--- src/design/mrs_pkg.sv ---
// ----------------------------------------------------------------------------
// mrs_pkg
// Shared constants, types and the CRC-16 byte update for the Modbus RTU
// register slave core.
// ----------------------------------------------------------------------------
package mrs_pkg;

   // Sizes
   localparam int NUM_REGS    = 16;
   localparam int FRAME_BYTES = 64;
   localparam int REG_BYTES   = 2 * NUM_REGS;
   localparam int LEN_W       = $clog2(FRAME_BYTES + 1);
   localparam int FADDR_W     = $clog2(FRAME_BYTES);
   localparam int RADDR_W     = $clog2(REG_BYTES);
   localparam int QUEUE_DEPTH = 2;
   localparam int QPTR_W      = $clog2(QUEUE_DEPTH);
   localparam int QCNT_W      = $clog2(QUEUE_DEPTH + 1);

   // Frame layout
   localparam int HDR_BYTES     = 6;
   localparam int MIN_FRAME     = 5;
   localparam int MIN_CMD_FRAME = 8;
   localparam int WR_DATA_OFS   = 7;
   localparam int WRM_OVERHEAD  = 9;
   localparam int RD_HDR_BYTES  = 3;

   // Function codes
   localparam logic [7:0] FN_READ_HOLD  = 8'd3;
   localparam logic [7:0] FN_READ_INPUT = 8'd4;
   localparam logic [7:0] FN_WRITE_ONE  = 8'd6;
   localparam logic [7:0] FN_WRITE_MULT = 8'd16;

   // CRC
   localparam logic [15:0] CRC_INIT = 16'hFFFF;
   localparam logic [15:0] CRC_POLY = 16'hA001;

   // Validated request, header bytes 0..5
   typedef struct packed {
      logic [HDR_BYTES-1:0][7:0] hdr;
   } cmd_type;

   // Queue status toward the front
   typedef struct packed {
      logic full;
      logic empty;
      logic has_mult;
   } q_stat_type;

   // Back status toward the front
   typedef struct packed {
      logic copy_busy;
   } back_stat_type;

   typedef enum logic [2:0] {
      ST_IDLE,
      ST_COPY_RD,
      ST_COPY_WR,
      ST_SEND,
      ST_CRC_LO,
      ST_CRC_HI
   } back_state_type;

   // One byte of the reflected CRC-16 update
   function automatic logic [15:0] crc_byte(input logic [15:0] crc, input logic [7:0] b);
      logic [15:0] c;
      c = crc ^ {8'h00, b};
      for (int i = 0; i < 8; i++) begin
         c = c[0] ? ((c >> 1) ^ CRC_POLY) : (c >> 1);
      end
      return c;
   endfunction

endpackage

--- src/design/mrs_queue.sv ---
// ----------------------------------------------------------------------------
// mrs_queue
// Short command queue between the frame checker and the executor.
// ----------------------------------------------------------------------------
module mrs_queue (
   input  logic                clock,
   input  logic                reset,
   input  logic                push,
   input  mrs_pkg::cmd_type    push_cmd,
   input  logic                pop,
   output mrs_pkg::cmd_type    head_cmd,
   output mrs_pkg::q_stat_type stat
);

   mrs_pkg::cmd_type                  slot_ff [mrs_pkg::QUEUE_DEPTH];
   logic [mrs_pkg::QUEUE_DEPTH-1:0]   vld_ff, vld_in;
   logic [mrs_pkg::QPTR_W-1:0]        wp_ff, wp_in, rp_ff, rp_in;
   logic [mrs_pkg::QCNT_W-1:0]        cnt_ff, cnt_in;
   logic                              has_mult;

   // pointer and count update
   always_comb begin
      wp_in  = wp_ff;
      rp_in  = rp_ff;
      cnt_in = cnt_ff;
      vld_in = vld_ff;
      if (push) begin
         wp_in         = (wp_ff == mrs_pkg::QPTR_W'(mrs_pkg::QUEUE_DEPTH - 1)) ? '0 : wp_ff + 1'b1;
         vld_in[wp_ff] = 1'b1;
      end
      if (pop) begin
         rp_in         = (rp_ff == mrs_pkg::QPTR_W'(mrs_pkg::QUEUE_DEPTH - 1)) ? '0 : rp_ff + 1'b1;
         vld_in[rp_ff] = 1'b0;
      end
      if (push && !pop) cnt_in = cnt_ff + 1'b1;
      else if (!push && pop) cnt_in = cnt_ff - 1'b1;
   end

   always_ff @(posedge clock) begin
      if (reset) begin
         wp_ff  <= '0;
         rp_ff  <= '0;
         cnt_ff <= '0;
         vld_ff <= '0;
      end else begin
         wp_ff  <= wp_in;
         rp_ff  <= rp_in;
         cnt_ff <= cnt_in;
         vld_ff <= vld_in;
      end
   end

   // storage
   always_ff @(posedge clock) begin
      if (push) slot_ff[wp_ff] <= push_cmd;
   end

   // any queued multiple write still needs the frame buffer
   always_comb begin
      has_mult = 1'b0;
      for (int i = 0; i < mrs_pkg::QUEUE_DEPTH; i++) begin
         if (vld_ff[i] && slot_ff[i].hdr[1] == mrs_pkg::FN_WRITE_MULT) has_mult = 1'b1;
      end
   end

   assign head_cmd      = slot_ff[rp_ff];
   assign stat.full     = (cnt_ff == mrs_pkg::QCNT_W'(mrs_pkg::QUEUE_DEPTH));
   assign stat.empty    = (cnt_ff == '0);
   assign stat.has_mult = has_mult;

endmodule

--- src/design/mrs_front.sv ---
// ----------------------------------------------------------------------------
// mrs_front
// Collects request words into the frame buffer, runs the CRC as bytes
// arrive and checks the frame at its end mark.
// ----------------------------------------------------------------------------
module mrs_front (
   input  logic                          clock,
   input  logic                          reset,
   input  logic                          req_valid,
   output logic                          req_stall,
   input  logic [7:0]                    req_rx_byte,
   input  logic                          req_frame_end,
   input  mrs_pkg::q_stat_type           q_stat,
   input  mrs_pkg::back_stat_type        back_stat,
   output logic                          push,
   output mrs_pkg::cmd_type              push_cmd,
   input  logic [mrs_pkg::FADDR_W-1:0]   rd_addr,
   output logic [7:0]                    rd_data
);

   logic [7:0]                 mem [mrs_pkg::FRAME_BYTES];
   logic [7:0]                 rd_data_ff;
   logic [mrs_pkg::LEN_W-1:0]  len_ff, len_in, len_now;
   logic                       ovf_ff, ovf_in, ovf_now;
   logic [15:0]                crc_all_ff, crc_all_in, crc_lag_ff, crc_lag_in;
   logic [7:0]                 prev_ff, prev_in;
   mrs_pkg::cmd_type           hdr_ff;
   logic                       accept, store, ok, fn_ok;
   logic [7:0]                 fn, start, count;
   logic [8:0]                 span;
   logic [9:0]                 need;

   assign req_stall = q_stat.full || q_stat.has_mult || back_stat.copy_busy;
   assign accept    = req_valid && !req_stall;
   assign store     = accept && (len_ff < mrs_pkg::LEN_W'(mrs_pkg::FRAME_BYTES));

   // frame buffer, written per stored word, read by the executor
   always_ff @(posedge clock) begin
      if (store) mem[len_ff[mrs_pkg::FADDR_W-1:0]] <= req_rx_byte;
      rd_data_ff <= mem[rd_addr];
   end
   assign rd_data = rd_data_ff;

   // header capture
   always_ff @(posedge clock) begin
      if (store && len_ff < mrs_pkg::LEN_W'(mrs_pkg::HDR_BYTES))
         hdr_ff.hdr[len_ff[2:0]] <= req_rx_byte;
   end

   // frame check at the end mark
   assign len_now = store ? len_ff + 1'b1 : len_ff;
   assign ovf_now = ovf_ff || (accept && !store);
   assign fn      = hdr_ff.hdr[1];
   assign start   = hdr_ff.hdr[3];
   assign count   = hdr_ff.hdr[5];
   assign span    = {1'b0, start} + {1'b0, count};
   assign need    = 10'(mrs_pkg::WRM_OVERHEAD) + {1'b0, count, 1'b0};

   always_comb begin
      unique case (fn)
         mrs_pkg::FN_READ_HOLD,
         mrs_pkg::FN_READ_INPUT: fn_ok = (span <= 9'(mrs_pkg::NUM_REGS));
         mrs_pkg::FN_WRITE_ONE:  fn_ok = (start < 8'(mrs_pkg::NUM_REGS));
         mrs_pkg::FN_WRITE_MULT: fn_ok = (span <= 9'(mrs_pkg::NUM_REGS))
                                         && ({3'b000, len_now} >= need);
         default:                fn_ok = 1'b0;
      endcase
   end

   assign ok = !ovf_now
               && len_now >= mrs_pkg::LEN_W'(mrs_pkg::MIN_CMD_FRAME)
               && crc_lag_ff == {req_rx_byte, prev_ff}
               && fn_ok;

   assign push     = accept && req_frame_end && ok;
   assign push_cmd = hdr_ff;

   // running CRC, lagging by one byte for the check
   always_comb begin
      len_in     = len_ff;
      ovf_in     = ovf_ff;
      crc_all_in = crc_all_ff;
      crc_lag_in = crc_lag_ff;
      prev_in    = prev_ff;
      if (store) begin
         len_in     = len_now;
         crc_all_in = mrs_pkg::crc_byte(crc_all_ff, req_rx_byte);
         crc_lag_in = crc_all_ff;
         prev_in    = req_rx_byte;
      end
      if (accept && !store) ovf_in = 1'b1;
      if (accept && req_frame_end) begin
         len_in     = '0;
         ovf_in     = 1'b0;
         crc_all_in = mrs_pkg::CRC_INIT;
         crc_lag_in = mrs_pkg::CRC_INIT;
      end
   end

   always_ff @(posedge clock) begin
      if (reset) begin
         len_ff     <= '0;
         ovf_ff     <= 1'b0;
         crc_all_ff <= mrs_pkg::CRC_INIT;
         crc_lag_ff <= mrs_pkg::CRC_INIT;
      end else begin
         len_ff     <= len_in;
         ovf_ff     <= ovf_in;
         crc_all_ff <= crc_all_in;
         crc_lag_ff <= crc_lag_in;
      end
      prev_ff <= prev_in;
   end

endmodule

--- src/design/mrs_back.sv ---
// ----------------------------------------------------------------------------
// mrs_back
// Executes checked requests: register writes, then the response burst
// with its trailing CRC.
// ----------------------------------------------------------------------------
module mrs_back (
   input  logic                          clock,
   input  logic                          reset,
   input  mrs_pkg::q_stat_type           q_stat,
   input  mrs_pkg::cmd_type              head_cmd,
   output logic                          pop,
   output mrs_pkg::back_stat_type        back_stat,
   output logic [mrs_pkg::FADDR_W-1:0]   rd_addr,
   input  logic [7:0]                    rd_data,
   output logic                          rsp_valid,
   input  logic                          rsp_stall,
   output logic [7:0]                    rsp_tx_byte,
   output logic                          rsp_tx_last
);

   mrs_pkg::back_state_type        state_ff, state_in;
   mrs_pkg::cmd_type               cmd_ff;
   logic [7:0]                     regs_ff [mrs_pkg::REG_BYTES];
   logic [5:0]                     idx_ff, idx_in, n_last;
   logic [mrs_pkg::RADDR_W-1:0]    rp_ff, rp_in;
   logic [mrs_pkg::FADDR_W-1:0]    src_ff, src_in;
   logic [15:0]                    crc_ff, crc_in;
   logic                           out_v_ff;
   logic [7:0]                     out_b_ff;
   logic                           out_l_ff;
   logic                           out_free, emit, emit_last;
   logic [7:0]                     emit_byte, send_byte;
   logic                           is_rd, head_mult;
   logic [5:0]                     cnt2;

   assign out_free  = !out_v_ff || !rsp_stall;
   assign is_rd     = (cmd_ff.hdr[1] == mrs_pkg::FN_READ_HOLD)
                      || (cmd_ff.hdr[1] == mrs_pkg::FN_READ_INPUT);
   assign cnt2      = {cmd_ff.hdr[5][4:0], 1'b0};
   assign n_last    = is_rd ? 6'(mrs_pkg::RD_HDR_BYTES) + cnt2 - 1'b1
                            : 6'(mrs_pkg::HDR_BYTES - 1);
   assign head_mult = (head_cmd.hdr[1] == mrs_pkg::FN_WRITE_MULT)
                      && (head_cmd.hdr[5] != 8'd0);
   assign rd_addr   = src_ff;
   assign back_stat.copy_busy = (state_ff == mrs_pkg::ST_COPY_RD)
                                || (state_ff == mrs_pkg::ST_COPY_WR);

   // response byte in the body
   always_comb begin
      if (is_rd) begin
         case (idx_ff)
            6'd0:    send_byte = cmd_ff.hdr[0];
            6'd1:    send_byte = cmd_ff.hdr[1];
            6'd2:    send_byte = {cmd_ff.hdr[5][6:0], 1'b0};
            default: send_byte = regs_ff[rp_ff];
         endcase
      end else begin
         send_byte = cmd_ff.hdr[idx_ff[2:0]];
      end
   end

   // next state
   always_comb begin
      state_in = state_ff;
      unique case (state_ff)
         mrs_pkg::ST_IDLE:
            if (!q_stat.empty) state_in = head_mult ? mrs_pkg::ST_COPY_RD : mrs_pkg::ST_SEND;
         mrs_pkg::ST_COPY_RD: state_in = mrs_pkg::ST_COPY_WR;
         mrs_pkg::ST_COPY_WR:
            state_in = (idx_ff == cnt2 - 1'b1) ? mrs_pkg::ST_SEND : mrs_pkg::ST_COPY_RD;
         mrs_pkg::ST_SEND:
            if (out_free && idx_ff == n_last) state_in = mrs_pkg::ST_CRC_LO;
         mrs_pkg::ST_CRC_LO:
            if (out_free) state_in = mrs_pkg::ST_CRC_HI;
         mrs_pkg::ST_CRC_HI:
            if (out_free) state_in = mrs_pkg::ST_IDLE;
         default: state_in = mrs_pkg::ST_IDLE;
      endcase
   end

   // state outputs
   always_comb begin
      pop       = 1'b0;
      emit      = 1'b0;
      emit_last = 1'b0;
      emit_byte = send_byte;
      unique case (state_ff)
         mrs_pkg::ST_IDLE:    pop = !q_stat.empty;
         mrs_pkg::ST_SEND:    emit = out_free;
         mrs_pkg::ST_CRC_LO: begin
            emit      = out_free;
            emit_byte = crc_ff[7:0];
         end
         mrs_pkg::ST_CRC_HI: begin
            emit      = out_free;
            emit_last = 1'b1;
            emit_byte = crc_ff[15:8];
         end
         default: ;
      endcase
   end

   // counters and CRC
   always_comb begin
      idx_in = idx_ff;
      rp_in  = rp_ff;
      src_in = src_ff;
      crc_in = crc_ff;
      case (state_ff)
         mrs_pkg::ST_IDLE: begin
            idx_in = '0;
            rp_in  = mrs_pkg::RADDR_W'({head_cmd.hdr[3], 1'b0});
            src_in = mrs_pkg::FADDR_W'(mrs_pkg::WR_DATA_OFS);
            crc_in = mrs_pkg::CRC_INIT;
         end
         mrs_pkg::ST_COPY_WR: begin
            rp_in  = rp_ff + 1'b1;
            src_in = src_ff + 1'b1;
            idx_in = (idx_ff == cnt2 - 1'b1) ? '0 : idx_ff + 1'b1;
            if (idx_ff == cnt2 - 1'b1) rp_in = mrs_pkg::RADDR_W'({cmd_ff.hdr[3], 1'b0});
         end
         mrs_pkg::ST_SEND: begin
            if (out_free) begin
               crc_in = mrs_pkg::crc_byte(crc_ff, send_byte);
               idx_in = idx_ff + 1'b1;
               if (is_rd && idx_ff >= 6'(mrs_pkg::RD_HDR_BYTES)) rp_in = rp_ff + 1'b1;
            end
         end
         default: ;
      endcase
   end

   always_ff @(posedge clock) begin
      if (reset) state_ff <= mrs_pkg::ST_IDLE;
      else       state_ff <= state_in;
      idx_ff <= idx_in;
      rp_ff  <= rp_in;
      src_ff <= src_in;
      crc_ff <= crc_in;
      if (pop) cmd_ff <= head_cmd;
   end

   // register store: single write at pop, multiple write during copy
   always_ff @(posedge clock) begin
      if (reset) begin
         for (int i = 0; i < mrs_pkg::REG_BYTES; i++) regs_ff[i] <= 8'h00;
      end else if (pop && head_cmd.hdr[1] == mrs_pkg::FN_WRITE_ONE) begin
         regs_ff[mrs_pkg::RADDR_W'({head_cmd.hdr[3], 1'b0})]        <= head_cmd.hdr[4];
         regs_ff[mrs_pkg::RADDR_W'({head_cmd.hdr[3], 1'b0}) + 1'b1] <= head_cmd.hdr[5];
      end else if (state_ff == mrs_pkg::ST_COPY_WR) begin
         regs_ff[rp_ff] <= rd_data;
      end
   end

   // output word register
   always_ff @(posedge clock) begin
      if (reset) out_v_ff <= 1'b0;
      else if (emit) out_v_ff <= 1'b1;
      else if (!rsp_stall) out_v_ff <= 1'b0;
      if (emit) begin
         out_b_ff <= emit_byte;
         out_l_ff <= emit_last;
      end
   end

   assign rsp_valid   = out_v_ff;
   assign rsp_tx_byte = out_b_ff;
   assign rsp_tx_last = out_l_ff;

endmodule

--- src/design/modbus_rtu_register_slave_core.sv ---
// ----------------------------------------------------------------------------
// modbus_rtu_register_slave_core
// Modbus RTU slave over 16 holding registers (functions 3, 4, 6, 16).
// ----------------------------------------------------------------------------
// Request words are taken one per cycle when not stalled into a 64-byte frame
// buffer while the CRC runs alongside. At the end mark the frame is checked in
// the same cycle and a good request goes into a two-entry queue. The executor
// then copies each data byte of a multiple write in a read state and a write
// state (one frame buffer read port), and it sends one response byte per cycle
// while the receiver does not stall, up to 37 bytes. Input stalls while the
// queue is full or a multiple write still needs the frame buffer. Bad, short,
// overflowed or unknown frames give no response.
module modbus_rtu_register_slave_core (
   input  logic       clock,
   input  logic       reset,
   input  logic       req_valid,
   output logic       req_stall,
   input  logic [7:0] req_rx_byte,
   input  logic       req_frame_end,
   output logic       rsp_valid,
   input  logic       rsp_stall,
   output logic [7:0] rsp_tx_byte,
   output logic       rsp_tx_last
);

   mrs_pkg::q_stat_type            q_stat;
   mrs_pkg::back_stat_type         back_stat;
   mrs_pkg::cmd_type               push_cmd, head_cmd;
   logic                           push, pop;
   logic [mrs_pkg::FADDR_W-1:0]    rd_addr;
   logic [7:0]                     rd_data;

   mrs_front u_front (
      .clock, .reset, .req_valid, .req_stall, .req_rx_byte, .req_frame_end,
      .q_stat, .back_stat, .push, .push_cmd, .rd_addr, .rd_data
   );

   mrs_queue u_queue (
      .clock, .reset, .push, .push_cmd, .pop, .head_cmd, .stat(q_stat)
   );

   mrs_back u_back (
      .clock, .reset, .q_stat, .head_cmd, .pop, .back_stat, .rd_addr, .rd_data,
      .rsp_valid, .rsp_stall, .rsp_tx_byte, .rsp_tx_last
   );

endmodule

--- config.mk ---
export PLATFORM = sky130hd
export DESIGN_NAME = modbus_rtu_register_slave_core
export DESIGN_NICKNAME = d
export VERILOG_FILES = /design/src/design/mrs_pkg.sv /design/src/design/mrs_queue.sv /design/src/design/mrs_front.sv /design/src/design/mrs_back.sv /design/src/design/modbus_rtu_register_slave_core.sv
export SDC_FILE = /design/constraint.sdc
export NUM_CORES = 1
export LEC_CHECK = 0
export BUFFER_PORTS_ARGS = -buffer_cell sky130_fd_sc_hd__buf_2
export CORE_ASPECT_RATIO = 0.7
export CORE_MARGIN = 2
export CORE_UTILIZATION = 60
export CTS_BUF_LIST = sky130_fd_sc_hd__clkbuf_4
export DETAILED_ROUTE_END_ITERATION = 8
export PLACE_DENSITY = 0.76
export SYNTH_ARGS = -nofsm -noshare
export SYNTH_HDL_FRONTEND = slang
export SYNTH_HIERARCHICAL = 1
export SYNTH_SLANG_ARGS = --single-unit
--- constraint.sdc ---
create_clock -name clock -period 14.85 [get_ports clock]
set_clock_uncertainty 0.05 [all_clocks]
set_input_delay 0 -clock clock [delete_from_list [all_inputs] [get_ports clock]]
set_output_delay 0 -clock clock [all_outputs]
set_load 0.01 [all_outputs]
==> impl_metrics.json, run 1 <==
{
  "status": "completed",
  "ys_ff_latch": 1069,
  "setup_tns_ps": 0,
  "cts.clk_slew.worst_paths_ps": 70,
  "syn_avg_cell_area_sq_um": 16.2,
  "rsz0062_at_grt": "no",
  "synth_top_area_cell": "edfxtp_1",
  "rr_endpoint": "u_queue/slot_ff[1][17]",
  "synth_edf_count": 1010,
  "drtPass1Iterations": 8,
  "max_freq_ghz": 0.161,
  "place_congestion": 0.940,
  "r2r_start": "u_back/state_ff[0]",
  "hp-class": "input pin to register",
  "synthMuxAreaShare_pct": 14.1,
  "min_period_ps": 6210,
  "seq_area_frac_synth_pct": 69.6,
  "critPathMaxFanout": 49,
  "crit_chain": "xnor2_1 > nor2_1 > nor4b_4 > nand2_1 > clkinv_1 > nand4_1 > xor2_1 > inv_1 > ha_1 > and4_1 > o21a_1 > o41ai_1 > a221oi_1 > and2_2",
  "maxCapViolCount": 0,
  "cts_tree": "done",
  "nets": 3003,
  "row_count": 84,
  "netlist_top_cells_area": "edfxtp_1 67%, mux4_2 10%, dfxtp_1 2.6%",
  "synthAdderAreaFrac_pct": 0.791,
  "cp-end-kind": "register",
  "final_common_cell": "edfxtp_1",
  "dieArea_sq_um": 77700,
  "synth_top_family_by_area": "multiplexers",
  "async_flop_share_pct": 0,
  "required_ps": 15480,
  "post_cts_buffers": 0,
  "clockBufferDepth": 3,
  "via_per_inst": 6.51,
  "tightest_slew_ps": 1340,
  "clk_latency_ps": 1130,
  "synth_cells": 2793,
  "finalSetupViolations": 0,
  "place_hpwl_mm": 69.9,
  "slowest_delay_ps": 1120,
  "syn2layout_area_growth_pct": 9.54,
  "cpMaxStageDelayCell": "and2_2",
  "grt_antenna_before_repair": 5,
  "start_util_pct": 60.5,
  "synthSimpleGateAreaFrac_pct": 7.64,
  "pin_count": 24,
  "fin_crit_sh_pct": 41.8,
  "worstPathArrival_ps": 6840,
  "yosys.area.top_type_share_pct": 67.0,
  "critical_path_class": "register to register",
  "netlist_area_sq_um": 45300,
  "slew_violations": 0,
  "grt_start_max_net_pins": 74,
  "first_global_vias": 26000,
  "max_slew_margin_pct": 11.0,
  "grt_pass1_wl_mm": 165,
  "track_usage_pct": 29.1,
  "r2r_cells": 14,
  "finalPower_mw": 8.31,
  "grt-ovfl-total": 0,
  "worstSetupEndpoint": "u_queue/slot_ff[1][17]",
  "syn_nets": 2834,
  "mostFrequentLayoutCells": "1,010 x edfxtp_1, 350 x clkbuf_4, 286 x nor2_1, 276 x nand2_1, 211 x mux4_2",
  "drtIter0Drc": 4537,
  "timing.critical_path.from": "u_back/state_ff[0]",
  "cp-start-kind": "register",
  "synth_compound_area_share_pct": 4.04,
  "synth-main-ff-cell": "edfxtp_1",
  "cts_num_sinks": 1069,
  "drc": 0,
  "leakagePower_nw": 16.8,
  "fp.dieW_microns": 332,
  "wl_per_cell_microns": 26.9,
  "p_per_area_nw_per_um2": 168,
  "hold_violations": 0,
  "vias": 26900,
  "drive_gt1_share_pct": 24.3,
  "holdWs_ps": 98.9,
  "clockRootBuffer": "clkbuf_4",
  "yosys.area_share.xor_xnor_pct": 1.99,
  "die_y_microns": 234,
  "htreeDepth": 4,
  "yosys_warnings": 6,
  "core_sq_um": 74800,
  "io_buffers": 23,
  "ant_nets": 0,
  "totalWireLength_mm": 111,
  "ir_drop_mv": 0.123,
  "numCtsBuffers": 236,
  "r2r_slack_ps": 8640,
  "cts_resized": 0,
  "cts_hold_buf": 25,
  "yosysUniqueCellTypes": 80
}
-- routing by layer --
layer  vias to the layer above  GRT usage [%]  routed length (microns)
met4                         4           9.32                     2260
met3                       205           10.9                    17600
li1                      11300              -                        -
met5                         -              0                       25
met2                      1970           40.0                    47500
met1                     13400           43.2                    44000
-- kinds of logic after synthesis --
family | count (synthesis)
AO/OA/AOI/OAI | 284
XOR/XNOR | 88
adder cells (fa/ha/maj) | 28
buffers and inverters | 185
flip-flops | 1069
multiplexers | 362
AND/OR/NAND/NOR | 777
-- power breakdown --
group	leakage, nW	internal, mW	total, mW	switching [mW]
combinational	5.06	0.962	2.30	1.34
clock	1.81	1.13	2.26	1.13
sequential	9.93	3.52	3.75	0.222
total	16.8	5.62	8.31	2.69
-- critical path, delay by kind of cell (launching register included) --
family,cells,cell delay [ps]
and+or+nand+nor,6,2340
DFF,1,930
AOI/OAI and AO/OA,3,800
xor gates and xnor gates,2,430
adders and majority gates,1,330
buffers and inverters,2,890
-- final cells by class --
class                           instances  area (sq um)
Antenna cell                            2          5.00
Fill cell                            5055         25300
Inverter                               24          90.1
Multi-Input combinational cell       1539         13000
Clock buffer                          350          2630
Tap cell                              989          1240
Timing Repair Buffer                   92           696
Sequential cell                      1069         31500
Clock inverter                         71           407
-- sequential cells by signal (all words and copies together), names as in the netlist, 2 cells and up, named ones only --
name / flops
u_queue/cnt_ff: 2
u_front/fn: 8
u_queue/slot_ff: 96
u_back/rp_ff: 5
u_back/state_ff: 3
u_front/prev_ff: 8
u_back/rsp_tx_byte: 8
u_front/crc_all_ff: 16
u_front/crc_lag_ff: 11
u_back/idx_ff: 6
u_front/count: 8
u_back/cmd_ff: 48
u_front/push_cmd: 24
u_back/crc_ff: 16
u_queue/vld_ff: 2
u_back/regs_ff: 256
u_front/start: 8
u_front/len_ff: 7
u_back/rd_addr: 6
u_front/mem: 512
u_front/rd_data: 8
-- synthesized netlist by cell type, types with 5 or more instances --
| cell type | number |
|---|---|
| edfxtp_1 | 1010 |
| nor2_1 | 287 |
| nand2_1 | 276 |
| mux4_2 | 211 |
| o21ai_0 | 122 |
| clkbuf_1 | 99 |
| mux2_2 | 76 |
| mux2i_1 | 74 |
| dfxtp_1 | 59 |
| nand3_1 | 49 |
| xnor2_1 | 49 |
| a21oi_1 | 32 |
| a22o_1 | 28 |
| xor2_1 | 28 |
| ha_1 | 27 |
| a22oi_1 | 26 |
| nand2b_1 | 26 |
| buf_2 | 22 |
| inv_1 | 22 |
| nor2b_1 | 21 |
| nor3_1 | 20 |
| buf_1 | 16 |
| buf_4 | 16 |
| nor4_1 | 16 |
| or3_1 | 16 |
| nand4_1 | 15 |
| o211ai_1 | 13 |
| and2_1 | 10 |
| buf_6 | 8 |
| o22ai_1 | 8 |
| nor3b_1 | 7 |
| a222oi_1 | 6 |
| a31oi_1 | 6 |
| a211oi_1 | 5 |
| or2_2 | 5 |
| xnor3_1 | 5 |
-- how the worst min path moves through the flow --
stage | from | to | slack (ps) | depth (start not counted)
2_1_floorplan | reset | u_queue/cnt_ff[1] | 20 | 1
4_1_cts | req_rx_byte[2] | u_front/crc_all_ff[9] | 10 | 6
6_report | req_rx_byte[2] | u_front/crc_all_ff[9] | 100 | 6
3_3_place_gp | u_back/rsp_tx_byte[7] | rsp_tx_byte[7] | 360 | 1
3_5_place_dp | u_back/rsp_tx_byte[7] | rsp_tx_byte[7] | 360 | 1
5_1_grt | req_rx_byte[2] | u_front/crc_all_ff[9] | 110 | 6
-- per-stage QoR --
step	util [%]	std cells	area (sq um)	setup WS, ps
detailed placement	61.9	3688	46300	8740
global route	66.3	4136	49600	8090
finish	66.3	4136	49600	8640
CTS	66.2	4134	49600	8730
global placement	61.9	3688	46300	8850
floorplan	-	2793	45300	6800
No activity file was read; power rests on OpenSTA's default activity.
==> run 2, diff against run 1 <==
--- a/config.mk
+++ b/config.mk
@@ -8,10 +8,10 @@
 export BUFFER_PORTS_ARGS = -buffer_cell sky130_fd_sc_hd__buf_2
 export CORE_ASPECT_RATIO = 0.7
 export CORE_MARGIN = 2
-export CORE_UTILIZATION = 60
+export CORE_UTILIZATION = 59
 export CTS_BUF_LIST = sky130_fd_sc_hd__clkbuf_4
 export DETAILED_ROUTE_END_ITERATION = 8
-export PLACE_DENSITY = 0.76
+export PLACE_DENSITY = 0.78
 export SYNTH_ARGS = -nofsm -noshare
 export SYNTH_HDL_FRONTEND = slang
 export SYNTH_HIERARCHICAL = 1
==> constraint.sdc (replaced) <==
create_clock -name clock -period 5.45 [get_ports clock]
set_clock_uncertainty 0.05 [all_clocks]
set_input_delay 0 -clock clock [delete_from_list [all_inputs] [get_ports clock]]
set_output_delay 0 -clock clock [all_outputs]
set_load 0.01 [all_outputs]
==> impl_metrics.json, run 2 (same netlist as run 1, synthesis figures left out) <==
{
  "status": "completed",
  "place_ws_ps": 455,
  "max_slew_margin_pct": 16.3,
  "core_sq_um": 75600,
  "vias": 27200,
  "critical_path_class": "register to register",
  "drc": 0,
  "cp-start-kind": "register",
  "crit_buf_inv": 4,
  "drtPass1Iterations": 7,
  "row_count": 84,
  "grt_start_max_net_pins": 112,
  "track_usage_pct": 29.6,
  "path_common_cell": "dlygate4sd3_1",
  "largest_reg_flops": 512,
  "grt_pass1_wl_mm": 170,
  "ant_nets": 0,
  "tightest_slew_ps": 1260,
  "clk_latency_ps": 1130,
  "totalWireLength_mm": 115,
  "ir_drop_mv": 0.249,
  "path_delay_family": "simple AND/OR/NAND/NOR gates",
  "cp-end-kind": "register",
  "place_hpwl_mm": 75.2,
  "htreeDepth": 4,
  "cts.clk_slew.worst_paths_ps": 80,
  "wl_per_cell_microns": 27.4,
  "timing.critical_path.from": "u_queue/vld_ff[0]",
  "r2r_start": "u_queue/vld_ff[0]",
  "start_util_pct": 59.9,
  "numCtsBuffers": 237,
  "io_buffers": 23,
  "pin_count": 24,
  "clockRootBuffer": "clkbuf_4",
  "via_per_inst": 6.49,
  "drtIter0Drc": 4722,
  "nets": 3039,
  "hold_violations": 0,
  "crit_chain": "nor4b_1 > nand4b_1 > o41ai_1 > nor4b_4 > nand3_1 > dlygate4sd3_1 > or4_1 > dlygate4sd3_1 > a31o_2 > a221oi_1 > buf_4 > nor2b_4 > buf_12",
  "first_global_vias": 26200,
  "leakagePower_nw": 17.1,
  "grt_antenna_before_repair": 7,
  "die_y_microns": 236,
  "fp.dieW_microns": 335,
  "rsz0062_at_grt": "no",
  "cts_num_sinks": 1069,
  "slowest_delay_ps": 750,
  "max_freq_ghz": 0.195,
  "drive_gt1_share_pct": 25.1,
  "finalSetupViolations": 0,
  "worstPathArrival_ps": 5860,
  "placed_cells": 3717,
  "p_per_area_nw_per_um2": 458,
  "dieArea_sq_um": 79000,
  "syn2layout_area_growth_pct": 10.6,
  "min_period_ps": 5140,
  "min_from": "req_rx_byte[2]",
  "grt-ovfl-total": 0,
  "setup_tns_ps": 0,
  "slew_violations": 0,
  "cpMaxStageDelayCell": "nor4b_4",
  "maxCapViolCount": 0,
  "critPathMaxFanout": 37,
  "hp-class": "input pin to register",
  "mostFrequentLayoutCells": "1,010 x edfxtp_1, 359 x clkbuf_4, 286 x nor2_1, 276 x nand2_1, 211 x mux4_2",
  "final_common_cell": "edfxtp_1",
  "clockBufferDepth": 3,
  "fin_ws_ps": 310,
  "final-instance-count-excl-fill": 4199,
  "cts_tree": "done",
  "required_ps": 6170,
  "place_congestion": 0.945,
  "fin_crit_sh_pct": 94.3
}
[run 2: where the power goes]
part,internal [mW],switching (mW)
clock,3.22,3.12
combinational,2.69,3.69
sequential,9.60,0.584
total,15.5,7.39
[run 2: layout make-up]
class                           count  area (sq um)
Fill cell                        5036         25500
Inverter                           24          90.1
Sequential cell                  1069         31500
Clock inverter                     88           490
Timing Repair Buffer              127          1030
Multi-Input combinational cell   1539         13000
Clock buffer                      359          2700
Tap cell                          989          1240
Antenna cell                        4          10.0
[run 2: stage by stage]
| step | power (mW) | util, % | instance area [sq um] | hold WS, ps |
|---|---|---|---|---|
| floorplan | 14.6 | - | 45300 | 19.1 |
| global route | 23.8 | 66.2 | 50000 | 98.7 |
| global placement | 16.3 | 61.6 | 46500 | 314 |
| CTS | 22.8 | 66.2 | 50000 | 31.0 |
| finish | 22.9 | 66.2 | 50000 | 100 |
| detailed placement | 16.5 | 61.6 | 46500 | 322 |
[run 2: timing repair]
item / CTS / global route
hold buffers: 29 / 0
resized for setup: 0 / 1
endpoints found under the setup margin: 0 / 23
hold endpoints to repair: 961 / 0
buffers inserted: 0 / 2
[run 2: worst paths after layout]
check                                end  slack (ps)  cells past startpoint
setup reg to reg  u_queue/slot_ff[0][23]         310                     13
setup / recovery  u_queue/slot_ff[0][23]         310                     13
hold / removal        u_front/mem[53][2]         100                      3
hold reg to reg    u_queue/slot_ff[1][6]         370                      0
[run 2: routing by layer]
layer  vias up  share of wire, %  GRT usage [%]  routed length (microns)
li1      11400                 -              -                        -
met1     13600                41           46.9                    46800
met2      2033                42           39.3                    48200
met3       183                16           9.95                    18000
met4         2               1.9           7.53                     2150
met5         -            0.0061              0                        7
[run 2: worst reg2reg max path, cell delays in order, from the launching register on]
cell	delay, ps
dfxtp_1	320
nor4b_1	150
nand4b_1	110
o41ai_1	140
nor4b_4	750
nand3_1	160
dlygate4sd3_1	600
or4_1	470
dlygate4sd3_1	590
a31o_2	230
a221oi_1	260
buf_4	210
nor2b_4	440
buf_12	290
